$ cat config.mk
export PLATFORM = sky130hd
export DESIGN_NAME = cack_queue
export DESIGN_NICKNAME = d
export VERILOG_FILES = /design/src/cack_pkg.sv /design/src/cack_queue.sv
export SDC_FILE = /design/constraint.sdc
export NUM_CORES = 1
export LEC_CHECK = 0
export BUFFER_PORTS_ARGS = -buffer_cell sky130_fd_sc_hd__clkbuf_2
export CAP_MARGIN = 25
export CORE_MARGIN = 10
export CORE_UTILIZATION = 37
export DETAILED_ROUTE_END_ITERATION = 10
export SYNTH_ARGS = -nofsm -noshare
export SYNTH_HDL_FRONTEND = slang
export SYNTH_SLANG_ARGS = --single-unit
$ cat constraint.sdc
create_clock -name clk -period 2.5 [get_ports clk]
set_input_delay 0.5 -clock clk [delete_from_list [all_inputs] [get_ports clk]]
set_output_delay 0.5 -clock clk [all_outputs]
set_load 0.01 [all_outputs]
$ cat src/cack_pkg.sv
// ----------------------------------------------------------------------------
// cack_pkg
// Shared types and constants for the cumulative-ack receiver.
// ----------------------------------------------------------------------------
package cack_pkg;

    localparam int SEQ_SPACE_DEF = 65536;
    localparam int SEQ_W         = 16;
    localparam int MODE_W        = 4;
    localparam int ACK_W         = 17;
    localparam int QUEUE_DEPTH   = 2;

    localparam int MODE_SYN_BIT  = 0;
    localparam int MODE_FIN_BIT  = 2;

    localparam int S_TDATA_W     = 24;
    localparam int M_TDATA_W     = 24;

    typedef enum logic [1:0] {
        REPLY_ACK    = 2'd0,
        REPLY_RESEND = 2'd1,
        REPLY_FIN    = 2'd2
    } reply_kind_t;

    typedef struct packed {
        reply_kind_t        kind;
        logic [SEQ_W-1:0]   seq;
        logic               in_range;
        logic               store_payload;
        logic               header_packet;
    } cmd_t;

    typedef struct packed {
        reply_kind_t               reply_kind;
        logic signed [ACK_W-1:0]   ack_number;
        logic                      duplicate_ack;
        logic                      store_payload;
        logic                      header_packet;
    } result_t;

    typedef struct packed {
        logic valid;
        logic full;
    } queue_status_t;

endpackage

$ cat src/cack_queue.sv
// ----------------------------------------------------------------------------
// cack_queue
// Short command queue between the classifying front and the executing back.
// ----------------------------------------------------------------------------
module cack_queue (
    input  logic                    clk,
    input  logic                    rst_n,
    input  logic                    push,
    input  cack_pkg::cmd_t          push_cmd,
    input  logic                    pop,
    output cack_pkg::cmd_t          head,
    output cack_pkg::queue_status_t status
);
    import cack_pkg::*;

    localparam int IDX_W = $clog2(QUEUE_DEPTH);
    localparam int CNT_W = $clog2(QUEUE_DEPTH + 1);

    cmd_t             entry_reg [QUEUE_DEPTH];
    logic [IDX_W-1:0] wr_ptr_reg, wr_ptr_next;
    logic [IDX_W-1:0] rd_ptr_reg, rd_ptr_next;
    logic [CNT_W-1:0] count_reg, count_next;

    assign head         = entry_reg[rd_ptr_reg];
    assign status.valid = count_reg != '0;
    assign status.full  = count_reg == CNT_W'(QUEUE_DEPTH);

    always_comb
    begin
        wr_ptr_next = wr_ptr_reg;
        rd_ptr_next = rd_ptr_reg;
        count_next  = count_reg;
        if (push)
        begin
            wr_ptr_next = wr_ptr_reg + IDX_W'(1);
        end
        if (pop)
        begin
            rd_ptr_next = rd_ptr_reg + IDX_W'(1);
        end
        if (push && !pop)
        begin
            count_next = count_reg + CNT_W'(1);
        end
        else if (pop && !push)
        begin
            count_next = count_reg - CNT_W'(1);
        end
    end

    always_ff @(posedge clk or negedge rst_n)
    begin
        if (!rst_n)
        begin
            wr_ptr_reg <= '0;
            rd_ptr_reg <= '0;
            count_reg  <= '0;
        end
        else
        begin
            wr_ptr_reg <= wr_ptr_next;
            rd_ptr_reg <= rd_ptr_next;
            count_reg  <= count_next;
        end
    end

    always_ff @(posedge clk)
    begin
        if (push)
        begin
            entry_reg[wr_ptr_reg] <= push_cmd;
        end
    end

`ifndef SYNTH
    a_no_overflow: assert property (@(posedge clk) disable iff (!rst_n)
        count_reg <= CNT_W'(QUEUE_DEPTH))
        else $error("queue count beyond depth");
`endif

endmodule

==> results.ini <==
[setup_path]
cp_max_fo=19
crit_path_start_kind=flip-flop
arrival_ns=1.53
endpoint_kind=output pin
critPathKind=reg2out
reg2reg_slack_ns=1.09
worstReg2RegStart=wr_ptr_reg$_DFFE_PN0P_
worstRegToRegCells=2
required_ns=2.00
rr_endpoint=entry_reg[0][18]$_DFFE_PP_

[synth]
synth.yosys.seq_area_share_pct=79.6
yosysWarnings=0
synth_mux_area_share_pct=13.8
synth_cells=81
synth_xor_area_share_pct=2.56
syn_avg_cell_area_um2=21.1
ys_ff_latch=46
synthSimpleGateAreaFrac_pct=1.68
synthAdderAreaFrac_pct=0.732
synth_compound_area_share_pct=0
syn-cell-area_mm2=0.00171
ys_types=12
syn_nets=107
synth_top_family_by_area=multiplexers

[sta]
holdWs_ns=0.397
timing.slew.headroom_pct=72.4
tightest_slew_ns=0.413
fin_tns_setup_ns=0
rsz0062_at_grt=no
maxSlewViolCount=0
finalClockSkew_ns=0.00212
fin_crit_ns=2.03
layout_setup_ws_ns=0.472
fin_crit_sh_pct=81.1
hold_viol=0
setup_violations=0
max_freq_ghz=0.493

[final_layout]
largest_reg_flops=42
fin_cells=190
drive_above_1_share_pct=58.0
layout_commonest_cell=clkbuf_2
n_fill_cell=381
areaGrowthSynthToFinish_pct=26.1
n_antenna_cell=0
final_cell_mix=47 x clkbuf_2, 42 x edfxtp_1, 21 x mux2_2
layout.nets=163

[die]
die_y_um=88.0
core_mm2=0.00441
pin_count=48
rows=24
initial_core_util_pct=38.7
die-area_mm2=0.00774
die_x_um=88.0

[detailed_routing]
firstDrtPassIters=3
drtIter0Drc=39
route.vias.total=881
via_per_inst=4.64
wirelength_um=3230
drcViolationCount=0
ant_nets=0
wl_per_cell_um=17.0

[clock_network]
root_buffer=clkbuf_8
clock_latency_ns=0.29
cts_tree=done
cts_buffers=5
clkTransAtPathRegs_ns=0.08
htreeDepth=2
cts_buffer_depth=2
cts_sinks=46
post_cts_buffers=0

[placement]
preCtsSetupSlack_ns=0.771
numPortBuffers=47
gp_congestion=0.691
dp.cells=181
dp_hpwl_um=2470

[hold_path]
min_from=push_cmd[9]
min_path_cells=1
hold_end=entry_reg[1][9]$_DFFE_PP_
hold_class=in2reg

[power_and_ir_drop]
power_density_mw_per_mm2=1120
p_leak_uw=0.000850
worst_ir_drop_vdd_mv=0.506

[grt]
antenna_found_initial=0
overflow=0
grt_max_degree=20
grt_pass1_wl_um=5100
grtUsageTotal_pct=8.71
grt_pass1_vias=1035

[outcome]
status=finished, final reports clean

[run]
max_cap_violations=0

==> worst max-delay path: stages, from the launching register on <==
cell      delay, ns
dfrtp_1        0.41
buf_4          0.30
mux2_2         0.39
clkbuf_2       0.13
==> report_power, final <==
| part | internal, µW | leakage, µW | total, µW | switching [µW] |
|---|---|---|---|---|
| sequential | 1030 | 0.000441 | 1090 | 60.8 |
| clock | 395 | 0.0000658 | 630 | 235 |
| combinational | 327 | 0.000343 | 689 | 362 |
| total | 1750 | 0.000850 | 2410 | 658 |
==> cells in the mapped netlist <==
cell type / number / area, µm²
edfxtp_1: 42 / 1260
mux2_2: 21 / 236
dfrtp_1: 4 / 100
xor2_1: 4 / 35.0
buf_6: 2 / 22.5
nor2b_1: 2 / 12.5
and2_1: 1 / 6.26
ha_1: 1 / 12.5
inv_1: 1 / 3.75
nor2_1: 1 / 3.75
or2_2: 1 / 6.26
xnor2_1: 1 / 8.76
==> final cells by class <==
type                    instances  area [µm²]  share of cell area [%]
clock buffers                   5        68.8                    3.19
clock inverters                 3        63.8                    2.96
inverters                       1        3.75                   0.174
multi-input cells              32         324                    15.0
flip-flops and latches         46        1360                    63.2
well taps                      52        65.1                    3.02
repair buffers                 51         268                    12.4
==> cells by family after synthesis <==
logic type    count (synthesis)
mux                          21
fa+ha+maj                     1
simple gates                  5
xor+xnor                      5
flops                        46
buf+inv                       3
==> metrics by stage <==
stage / instance area [µm²] / total power (µW) / util, %
4_1_cts: 2140 / 2450 / 48.6
6_report: 2150 / 2410 / 48.8
5_1_grt: 2150 / 2550 / 48.8
3_5_place_dp: 2010 / 1820 / 45.6
3_3_place_gp: 2010 / 1800 / 45.6
2_1_floorplan: 1710 / 1550 / -
==> repair_timing <==
| item | CTS | global route |
|---|---|---|
| gates resized for setup | 0 | 0 |
| setup endpoints to repair | 0 | 0 |
| hold endpoints to repair | 0 | 2 |
| hold buffers | 0 | 1 |
==> worst max path at each step <==
stage / slack (ns) / from / depth (start not counted) / to
2_1_floorplan: 0.62 / push / 1 / entry_reg[0][0]$_DFFE_PP_
3_3_place_gp: 0.80 / rd_ptr_reg$_DFFE_PN0P_ / 3 / head[12]
3_5_place_dp: 0.77 / rd_ptr_reg$_DFFE_PN0P_ / 3 / head[12]
4_1_cts: 0.44 / rd_ptr_reg$_DFFE_PN0P_ / 3 / head[12]
5_1_grt: 0.38 / rd_ptr_reg$_DFFE_PN0P_ / 3 / head[12]
6_report: 0.47 / rd_ptr_reg$_DFFE_PN0P_ / 3 / head[12]
==> metal layers <==
layer | track usage, % | share of wire, % | wire length (µm)
met4 | 3.04 | 0.31 | 10
met5 | 0 | 0 | 0
met2 | 13.8 | 47 | 1530
met3 | 4.64 | 11 | 352
met1 | 9.84 | 42 | 1340
Note: power is estimated with default switching activity, not from simulation.
