`config.mk`:
```
export PLATFORM = sky130hd
export DESIGN_NAME = cack_front
export DESIGN_NICKNAME = d
export VERILOG_FILES = /design/src/cack_pkg.sv /design/src/cack_front.sv
export SDC_FILE = /design/constraint.sdc
export NUM_CORES = 1
export LEC_CHECK = 0
export ABC_AREA = 1
export BUFFER_PORTS_ARGS = -buffer_cell sky130_fd_sc_hd__buf_4
export CORE_AREA = 2 2 39 41
export CTS_BUF_LIST = sky130_fd_sc_hd__clkbuf_4 sky130_fd_sc_hd__clkbuf_8
export DETAILED_ROUTE_END_ITERATION = 10
export DIE_AREA = 0 0 41 43
export PLACE_DENSITY = 0.71
export SYNTH_ARGS = -nofsm -noshare
export SYNTH_HDL_FRONTEND = slang
export SYNTH_SLANG_ARGS = --single-unit
export TNS_END_PERCENT = 50
```
`constraint.sdc`:
```
create_clock -name clk -period 1.1 [get_ports clk]
set_clock_uncertainty 0.05 [all_clocks]
set_input_delay 0.22 -clock clk [delete_from_list [all_inputs] [get_ports clk]]
set_output_delay 0.22 -clock clk [all_outputs]
set_load 0.01 [all_outputs]
```
`src/cack_pkg.sv`:
```
// ----------------------------------------------------------------------------
// cack_pkg
// Shared types and constants for the cumulative-ack receiver.
// ----------------------------------------------------------------------------
package cack_pkg;

    localparam int SEQ_SPACE_DEF = 65536;
    localparam int SEQ_W         = 16;
    localparam int MODE_W        = 4;
    localparam int ACK_W         = 17;
    localparam int QUEUE_DEPTH   = 2;

    localparam int MODE_SYN_BIT  = 0;
    localparam int MODE_FIN_BIT  = 2;

    localparam int S_TDATA_W     = 24;
    localparam int M_TDATA_W     = 24;

    typedef enum logic [1:0] {
        REPLY_ACK    = 2'd0,
        REPLY_RESEND = 2'd1,
        REPLY_FIN    = 2'd2
    } reply_kind_t;

    typedef struct packed {
        reply_kind_t        kind;
        logic [SEQ_W-1:0]   seq;
        logic               in_range;
        logic               store_payload;
        logic               header_packet;
    } cmd_t;

    typedef struct packed {
        reply_kind_t               reply_kind;
        logic signed [ACK_W-1:0]   ack_number;
        logic                      duplicate_ack;
        logic                      store_payload;
        logic                      header_packet;
    } result_t;

    typedef struct packed {
        logic valid;
        logic full;
    } queue_status_t;

endpackage

```
`src/cack_front.sv`:
```
// ----------------------------------------------------------------------------
// cack_front
// Accept packet headers, classify them and hand commands to the queue.
// ----------------------------------------------------------------------------
module cack_front #(
    parameter int SEQ_SPACE = cack_pkg::SEQ_SPACE_DEF
) (
    input  logic                          clk,
    input  logic                          rst_n,
    input  logic                          s_tvalid,
    output logic                          s_tready,
    input  logic [cack_pkg::MODE_W-1:0]   mode,
    input  logic [cack_pkg::SEQ_W-1:0]    seq_number,
    input  logic                          checksum_ok,
    input  logic                          clearing,
    input  cack_pkg::queue_status_t       q_status,
    output logic                          push,
    output cack_pkg::cmd_t                push_cmd
);
    import cack_pkg::*;

    logic closed_reg, closed_next;
    logic data_pkt;
    logic in_range;

    assign data_pkt = mode[MODE_SYN_BIT] && !mode[MODE_FIN_BIT];
    assign in_range = {1'b0, seq_number} < (SEQ_W + 1)'(SEQ_SPACE);

    assign s_tready = !clearing && (closed_reg || !q_status.full);
    assign push     = s_tvalid && s_tready && !closed_reg;

    always_comb
    begin
        push_cmd.seq           = seq_number;
        push_cmd.in_range      = in_range;
        push_cmd.store_payload = in_range && (seq_number != '0);
        push_cmd.header_packet = in_range && (seq_number == '0);
        if (!data_pkt)
        begin
            push_cmd.kind = REPLY_FIN;
        end
        else if (checksum_ok)
        begin
            push_cmd.kind = REPLY_ACK;
        end
        else
        begin
            push_cmd.kind = REPLY_RESEND;
        end

        closed_next = closed_reg;
        if (push && push_cmd.kind == REPLY_FIN)
        begin
            closed_next = 1'b1;
        end
    end

    always_ff @(posedge clk or negedge rst_n)
    begin
        if (!rst_n)
        begin
            closed_reg <= 1'b0;
        end
        else
        begin
            closed_reg <= closed_next;
        end
    end

`ifndef SYNTH
    a_closed_drops: assert property (@(posedge clk) disable iff (!rst_n)
        closed_reg |-> !push)
        else $error("command pushed after close");
`endif

endmodule

```
==> flow_summary_export.csv, run 1 <==
group,metric,value,unit
outcome,outcome,"complete, no violations",
layout,insertedDiodeCount,0,
critical_path,cp.buffers_inverters,2,
layout,flip_flop_count_of_the_largest_register_after_layout,1,
detailed_routing,detailedRoute.firstIterationViolations,0,
placed_design,gp_congestion,0.645,
clocking,worst_skew_pair_later_pin_latency,0,ns
critical_path,start_kind,"primary input",
detailed_routing,drc_violations_left,0,
critical_path,cp_cell_sequence,"buf_4, nor2_2, nand3_1, nor2_1, nand2_1, buf_4",
floorplanning,floorplan.die_area,1760,sq um
timing,final-max-slew-violation-count,0,
layout,most-common-layout-cells,"37 x sky130_fd_sc_hd__buf_4, 11 x sky130_fd_sc_hd__nand2_1, 9 x sky130_fd_sc_hd__inv_1, 9 x sky130_fd_sc_hd__nor2_1",
critical_path,r2r_slack,0.29,ns
synth,synth.lib_cells_used.distinct,9,
detailed_routing,vias_per_cell,3.97,
clocking,clkSlewWorstSetupHoldPaths,0,ns
power,worst_ir_drop_vdd,0.000260,V
min_path,min-delay-start,"closed_reg",
critical_path,timing.critical_path.mode_cell,"sky130_fd_sc_hd__buf_4",
power,power_per_cell_area,380,nW/um^2
placed_design,detailed_place.area,574,sq um
global_route,track_usage,0.0891,
layout,syn_to_final_growth,82.2,%
critical_path,timing.setup.critical_path_class,"in2out",
timing,rsz0062_at_grt,"yes",
floorplanning,initial_core_utilization,0.249,
floorplanning,chipHeight,43,um
layout,layout.cells.most_common,"sky130_fd_sc_hd__buf_4",
synth,synth_area,344,sq um
synth,ys_seq_elements,1,
critical_path,timing.rr.end,"closed_reg",
layout,final_area,627,sq um
global_route,grt.overflow.total,0,
timing,max_freq,935,MHz
power,static_leakage,0.372,nW
timing,period_needed,1.07,ns
min_path,worst_hold_class,"reg2reg",
synth,yosysWarnings,0,
critical_path,worst_setup_path_end_kind,"output pin",
placed_design,hpwl,779,um
critical_path,timing.critical_path.fanout_max,3,
synth,synthesis.nets,94,
timing,report.final.setup_viol,0,
placed_design,numPortBuffers,45,
detailed_routing,route.vias.total,445,
critical_path,timing.critical_path.slowest_stage_cell,"sky130_fd_sc_hd__buf_4",
critical_path,worst_r2r_startpoint,"closed_reg",
floorplanning,floorplan.core_area,1380,sq um
synth,syn_inst,67,
floorplanning,dieWidth,41,um
layout,layout-drive-gt1-share,0.604,
layout,nets,125,
detailed_routing,drt.antenna.violating_nets,0,
detailed_routing,avgRoutedWirePerCell,7.97,um
floorplanning,row_count,14,
placed_design,dp_worst_setup_slack,0.0126,ns
global_route,grt_max_degree,4,
critical_path,cp_data_arrival_time,0.80,ns
min_path,holdPathEnd,"closed_reg",
global_route,first_pass_grt_wire_length,1.19,mm
critical_path,worst-endpoint-required,0.83,ns
run,drv_cap,0,
global_route,number_of_antenna_violations_at_the_first_check_in_global_routing,0,
synth,synth_seq_area_share,0.0727,
timing,period_share,0.972,
timing,timing.final.hold_violations,0,
floorplanning,io-pin-count,50,
global_route,vias_in_the_first_global_route,366,
critical_path,reg2reg_depth,4,
min_path,whs_path_depth,2,
critical_path,crit_family,"simple AND/OR/NAND/NOR gates",
detailed_routing,aggregate_routed_wire_length,893,um
clocking,post-cts-setup-buffers,0,
synth,syn-mean-instance-area,5.14,sq um
detailed_routing,detailedRoute.firstPassIterationCount,1,
timing,final_critical_path_setup_slack,0.0304,ns
layout,final_core_utilization,0.453,
critical_path,timing.critical_path.slowest_cell_delay,0.14,ns
tightest hold or removal path, delay by kind of cell (launching register included):
family / cells / cell delay, ns
flops: 1 / 0.32
compound gates: 1 / 0.07
buf+inv: 1 / 0.06
synth_stat cells:
library cell | n | share of area
sky130_fd_sc_hd__nand2_1 | 11 | 0.12
sky130_fd_sc_hd__o21ai_1 | 1 | 0.015
sky130_fd_sc_hd__nor2_1 | 14 | 0.15
sky130_fd_sc_hd__nand3_1 | 4 | 0.058
sky130_fd_sc_hd__a21oi_1 | 1 | 0.015
sky130_fd_sc_hd__inv_1 | 17 | 0.19
sky130_fd_sc_hd__buf_4 | 17 | 0.37
sky130_fd_sc_hd__conb_1 | 1 | 0.011
sky130_fd_sc_hd__dfrtp_1 | 1 | 0.073
kinds of logic (layout without fill, tap and decap cells):
| logic type | after synthesis | in the layout | synth area share |
|---|---|---|---|
| DFF | 1 | 1 | 0.0727 |
| buffers and inverters | 34 | 63 | 0.556 |
| other | 1 | 1 | 0.0109 |
| AOI/OAI and AO/OA | 2 | 2 | 0.0291 |
| and+or+nand+nor | 29 | 29 | 0.331 |
worst max-delay path by stage:
| stage | slack [ns] | cells past startpoint | from | to |
|---|---|---|---|---|
| 2_1_floorplan | 0.17 | 4 | closed_reg | push |
| 3_3_place_gp | 0.009 | 7 | seq_number[2] | push_cmd[0] |
| 3_5_place_dp | 0.01 | 7 | seq_number[2] | push_cmd[0] |
| 4_1_cts | 0.01 | 7 | seq_number[2] | push_cmd[0] |
| 5_1_grt | -0.06 | 6 | seq_number[1] | push_cmd[1] |
| 6_report | 0.03 | 6 | seq_number[1] | push_cmd[1] |
final cells by class:
| cell class | count | area [sq um] |
|---|---|---|
| fill | 159 | 757 |
| inverter | 17 | 63.8 |
| multi-input combinational | 32 | 140 |
| sequential | 1 | 25.0 |
| tap | 16 | 20.0 |
| timing repair buffer | 46 | 378 |
repair_timing:
| item | in CTS | in global routing |
|---|---|---|
| hold endpoints to repair | 1 | 0 |
| endpoints found under the setup margin | 0 | 3 |
| resized for setup | 0 | 21 |
| hold buffers | 1 | 0 |
metrics by stage:
stage                     total power, mW  hold slack [ns]  std cells  setup TNS (ns)
final                               0.238            0.448        112               0
after global routing                0.256            0.491        112          -0.111
after CTS                           0.220            0.448        112               0
after detailed placement            0.217          -0.0535        111               0
after global placement              0.214          -0.0543        111               0
after floorplan                     0.133           -0.126         67               0
power by group:
group	internal, mW	leakage [nW]	switching [mW]	total [mW]
Sequential	0.0375	0.00875	0	0.0375
Clock	0	0	0	0
Combinational	0.120	0.363	0.0800	0.200
routing by layer:
metal  global-route usage  vias up  share of wire
met3              0.00524        0           0.14
met4                    0        0              0
met5                    0        -              0
met1               0.0860      188           0.30
li1                     -      229              -
met2                0.191       28           0.56
(Power assumes the default switching activity.)
==> run 2: changes to the inputs <==
SETUP_SLACK_MARGIN = 0.05   (was default)
==> run 2 against run 1 <==
Design area is 8.4% higher; critical path depth rose by 1; worst setup slack improved by 0.015 ns; via count is 2.0% lower; maximum frequency up 1.5%; critical path type unchanged; highest routed layer unchanged.
==> flow_summary_export.csv, run 2 (synthesis results as in run 1) <==
group,metric,value,unit
critical_path,worst-endpoint-required,0.83,ns
global_route,first_pass_grt_wire_length,1.25,mm
critical_path,r2r_slack,0.29,ns
layout,layout-drive-gt1-share,0.729,
critical_path,timing.critical_path.mode_cell,"sky130_fd_sc_hd__buf_4",
detailed_routing,drt.antenna.violating_nets,0,
critical_path,worst_r2r_startpoint,"closed_reg",
min_path,min-delay-start,"closed_reg",
global_route,grt_max_degree,4,
critical_path,worst_setup_path_end_kind,"output pin",
critical_path,start_kind,"primary input",
critical_path,timing.setup.critical_path_class,"in2out",
critical_path,timing.critical_path.slowest_stage_cell,"sky130_fd_sc_hd__buf_4",
timing,totalNegativeSetupSlack,0,ns
placed_design,hpwl,779,um
critical_path,cp.buffers_inverters,3,
power,clock_share_of_power,0,
timing,rsz0062_at_grt,"yes",
critical_path,crit_family,"buffers and inverters",
power,worst_ir_drop_vdd,0.000254,V
critical_path,timing.critical_path.fanout_max,3,
layout,layout.cells.most_common,"sky130_fd_sc_hd__buf_4",
detailed_routing,avgRoutedWirePerCell,8.41,um
critical_path,reg2reg_depth,4,
min_path,worst_hold_class,"reg2reg",
run,drv_cap,0,
power,comb_power_share,0.855,
layout,flip_flop_count_of_the_largest_register_after_layout,1,
layout,most-common-layout-cells,"31 x sky130_fd_sc_hd__buf_4, 14 x sky130_fd_sc_hd__buf_6, 12 x sky130_fd_sc_hd__inv_2",
power,power.sequential.fraction,0.145,
layout,final_core_utilization,0.491,
placed_design,gp_congestion,0.645,
placed_design,cell_count_post_placement,111,
critical_path,number_of_gates_on_the_worst_path_with_buffers_counted,7,
critical_path,crit_path_start,"seq_number[5]",
power,internal-power,0.169,mW
layout,multi_input_comb_area,168,sq um
layout,final_cell_count_no_fill,112,
critical_path,cp_cell_sequence,"buf_4, inv_2, nand2_2, nor2_2, nand2_1, nor2_1, buf_4",
global_route,grt.overflow.total,0,
floorplanning,row_count,14,
timing,whs,0.449,ns
detailed_routing,aggregate_routed_wire_length,942,um
detailed_routing,detailedRoute.firstIterationViolations,1,
floorplanning,floorplan.die_area,1760,sq um
global_route,number_of_antenna_violations_at_the_first_check_in_global_routing,0,
layout,nets,125,
clocking,clkSlewWorstSetupHoldPaths,0,ns
timing,period_needed,1.05,ns
detailed_routing,detailedRoute.firstPassIterationCount,2,
timing,timing.final.hold_violations,0,
floorplanning,io-pin-count,50,
detailed_routing,vias_per_cell,3.89,
timing,period_share,0.958,
global_route,vias_in_the_first_global_route,377,
critical_path,cp_data_arrival_time,0.78,ns
clocking,post-cts-setup-buffers,0,
critical_path,timing.critical_path.slowest_cell_delay,0.13,ns
power,power_per_cell_area,381,nW/um^2
layout,insertedDiodeCount,0,
min_path,whs_path_depth,2,
timing,max_freq,949,MHz
timing,final-max-slew-violation-count,0,
power,power.share.switching,0.347,
layout,ff_latch_area,25.0,sq um
timing,report.final.setup_viol,0,
power,static_leakage,0.378,nW
outcome,outcome,"complete, no violations",
layout,syn_to_final_growth,97.5,%
critical_path,setup.worst_path.end,"push_cmd[0]",
detailed_routing,drc_violations_left,0,
critical_path,timing.rr.end,"closed_reg",
clocking,worst_skew_pair_later_pin_latency,0,ns
floorplanning,dieWidth,41,um
power,total_switching_power,0.0898,mW
layout,layout.filler_cells,150,
placed_design,numPortBuffers,45,
floorplanning,initial_core_utilization,0.249,
floorplanning,chipHeight,43,um
global_route,track_usage,0.0931,
detailed_routing,route.vias.total,436,
floorplanning,floorplan.core_area,1380,sq um
## run 2: cell counts in the layout (fill, tap and decap cells not counted)
Identical to the previous run, type by type.
## run 2: worst min path at each step
| stage | to |
|---|---|
| floorplan | closed_reg |
| global placement | closed_reg |
| detailed placement | closed_reg |
| CTS | closed_reg |
| global route | closed_reg |
| finish | closed_reg |
## run 2: final cells by class
| type | instances | area share |
|---|---|---|
| repair buffers | 46 | 0.589 |
| inverters | 17 | 0.0976 |
| multi-input cells | 32 | 0.247 |
| flip-flops and latches | 1 | 0.0368 |
| well taps | 16 | 0.0295 |
## run 2: repair_timing
action,CTS,global route
endpoints found under the setup margin,2,4
gates resized for setup,17,25
hold buffers,1,0
endpoints found under the hold margin,1,0
pin swaps,12,17
cloned,0,0
## run 2: worst min-delay path, stage by stage, from the launching register on
cell and delay (ns):
sky130_fd_sc_hd__dfrtp_1 0.32, sky130_fd_sc_hd__inv_1 0.06, sky130_fd_sc_hd__o21ai_1 0.07
## run 2: per-stage QoR
stage	area, sq um	power, mW	setup WS (ns)
2_1_floorplan	344	0.133	0.167
3_3_place_gp	574	0.214	0.00854
3_5_place_dp	574	0.217	0.0126
4_1_cts	623	0.235	0.0276
5_1_grt	679	0.278	-0.0478
6_report	679	0.259	0.0457
## run 2: power groups by stage
stage | clock (mW) | combinational (mW) | sequential [mW]
global placement | 0 | 0.177 | 0.0375
finish | 0 | 0.222 | 0.0375
global route | 0 | 0.240 | 0.0375
CTS | 0 | 0.198 | 0.0375
floorplan | 0 | 0.0959 | 0.0375
detailed placement | 0 | 0.180 | 0.0375
## run 2: metal layers
layer,global-route usage,up-vias,share of wire
met4,0,0,0
met5,0,-,0
li1,-,230,-
met1,0.0987,178,0.30
met3,0.00524,0,0.14
met2,0.191,28,0.57
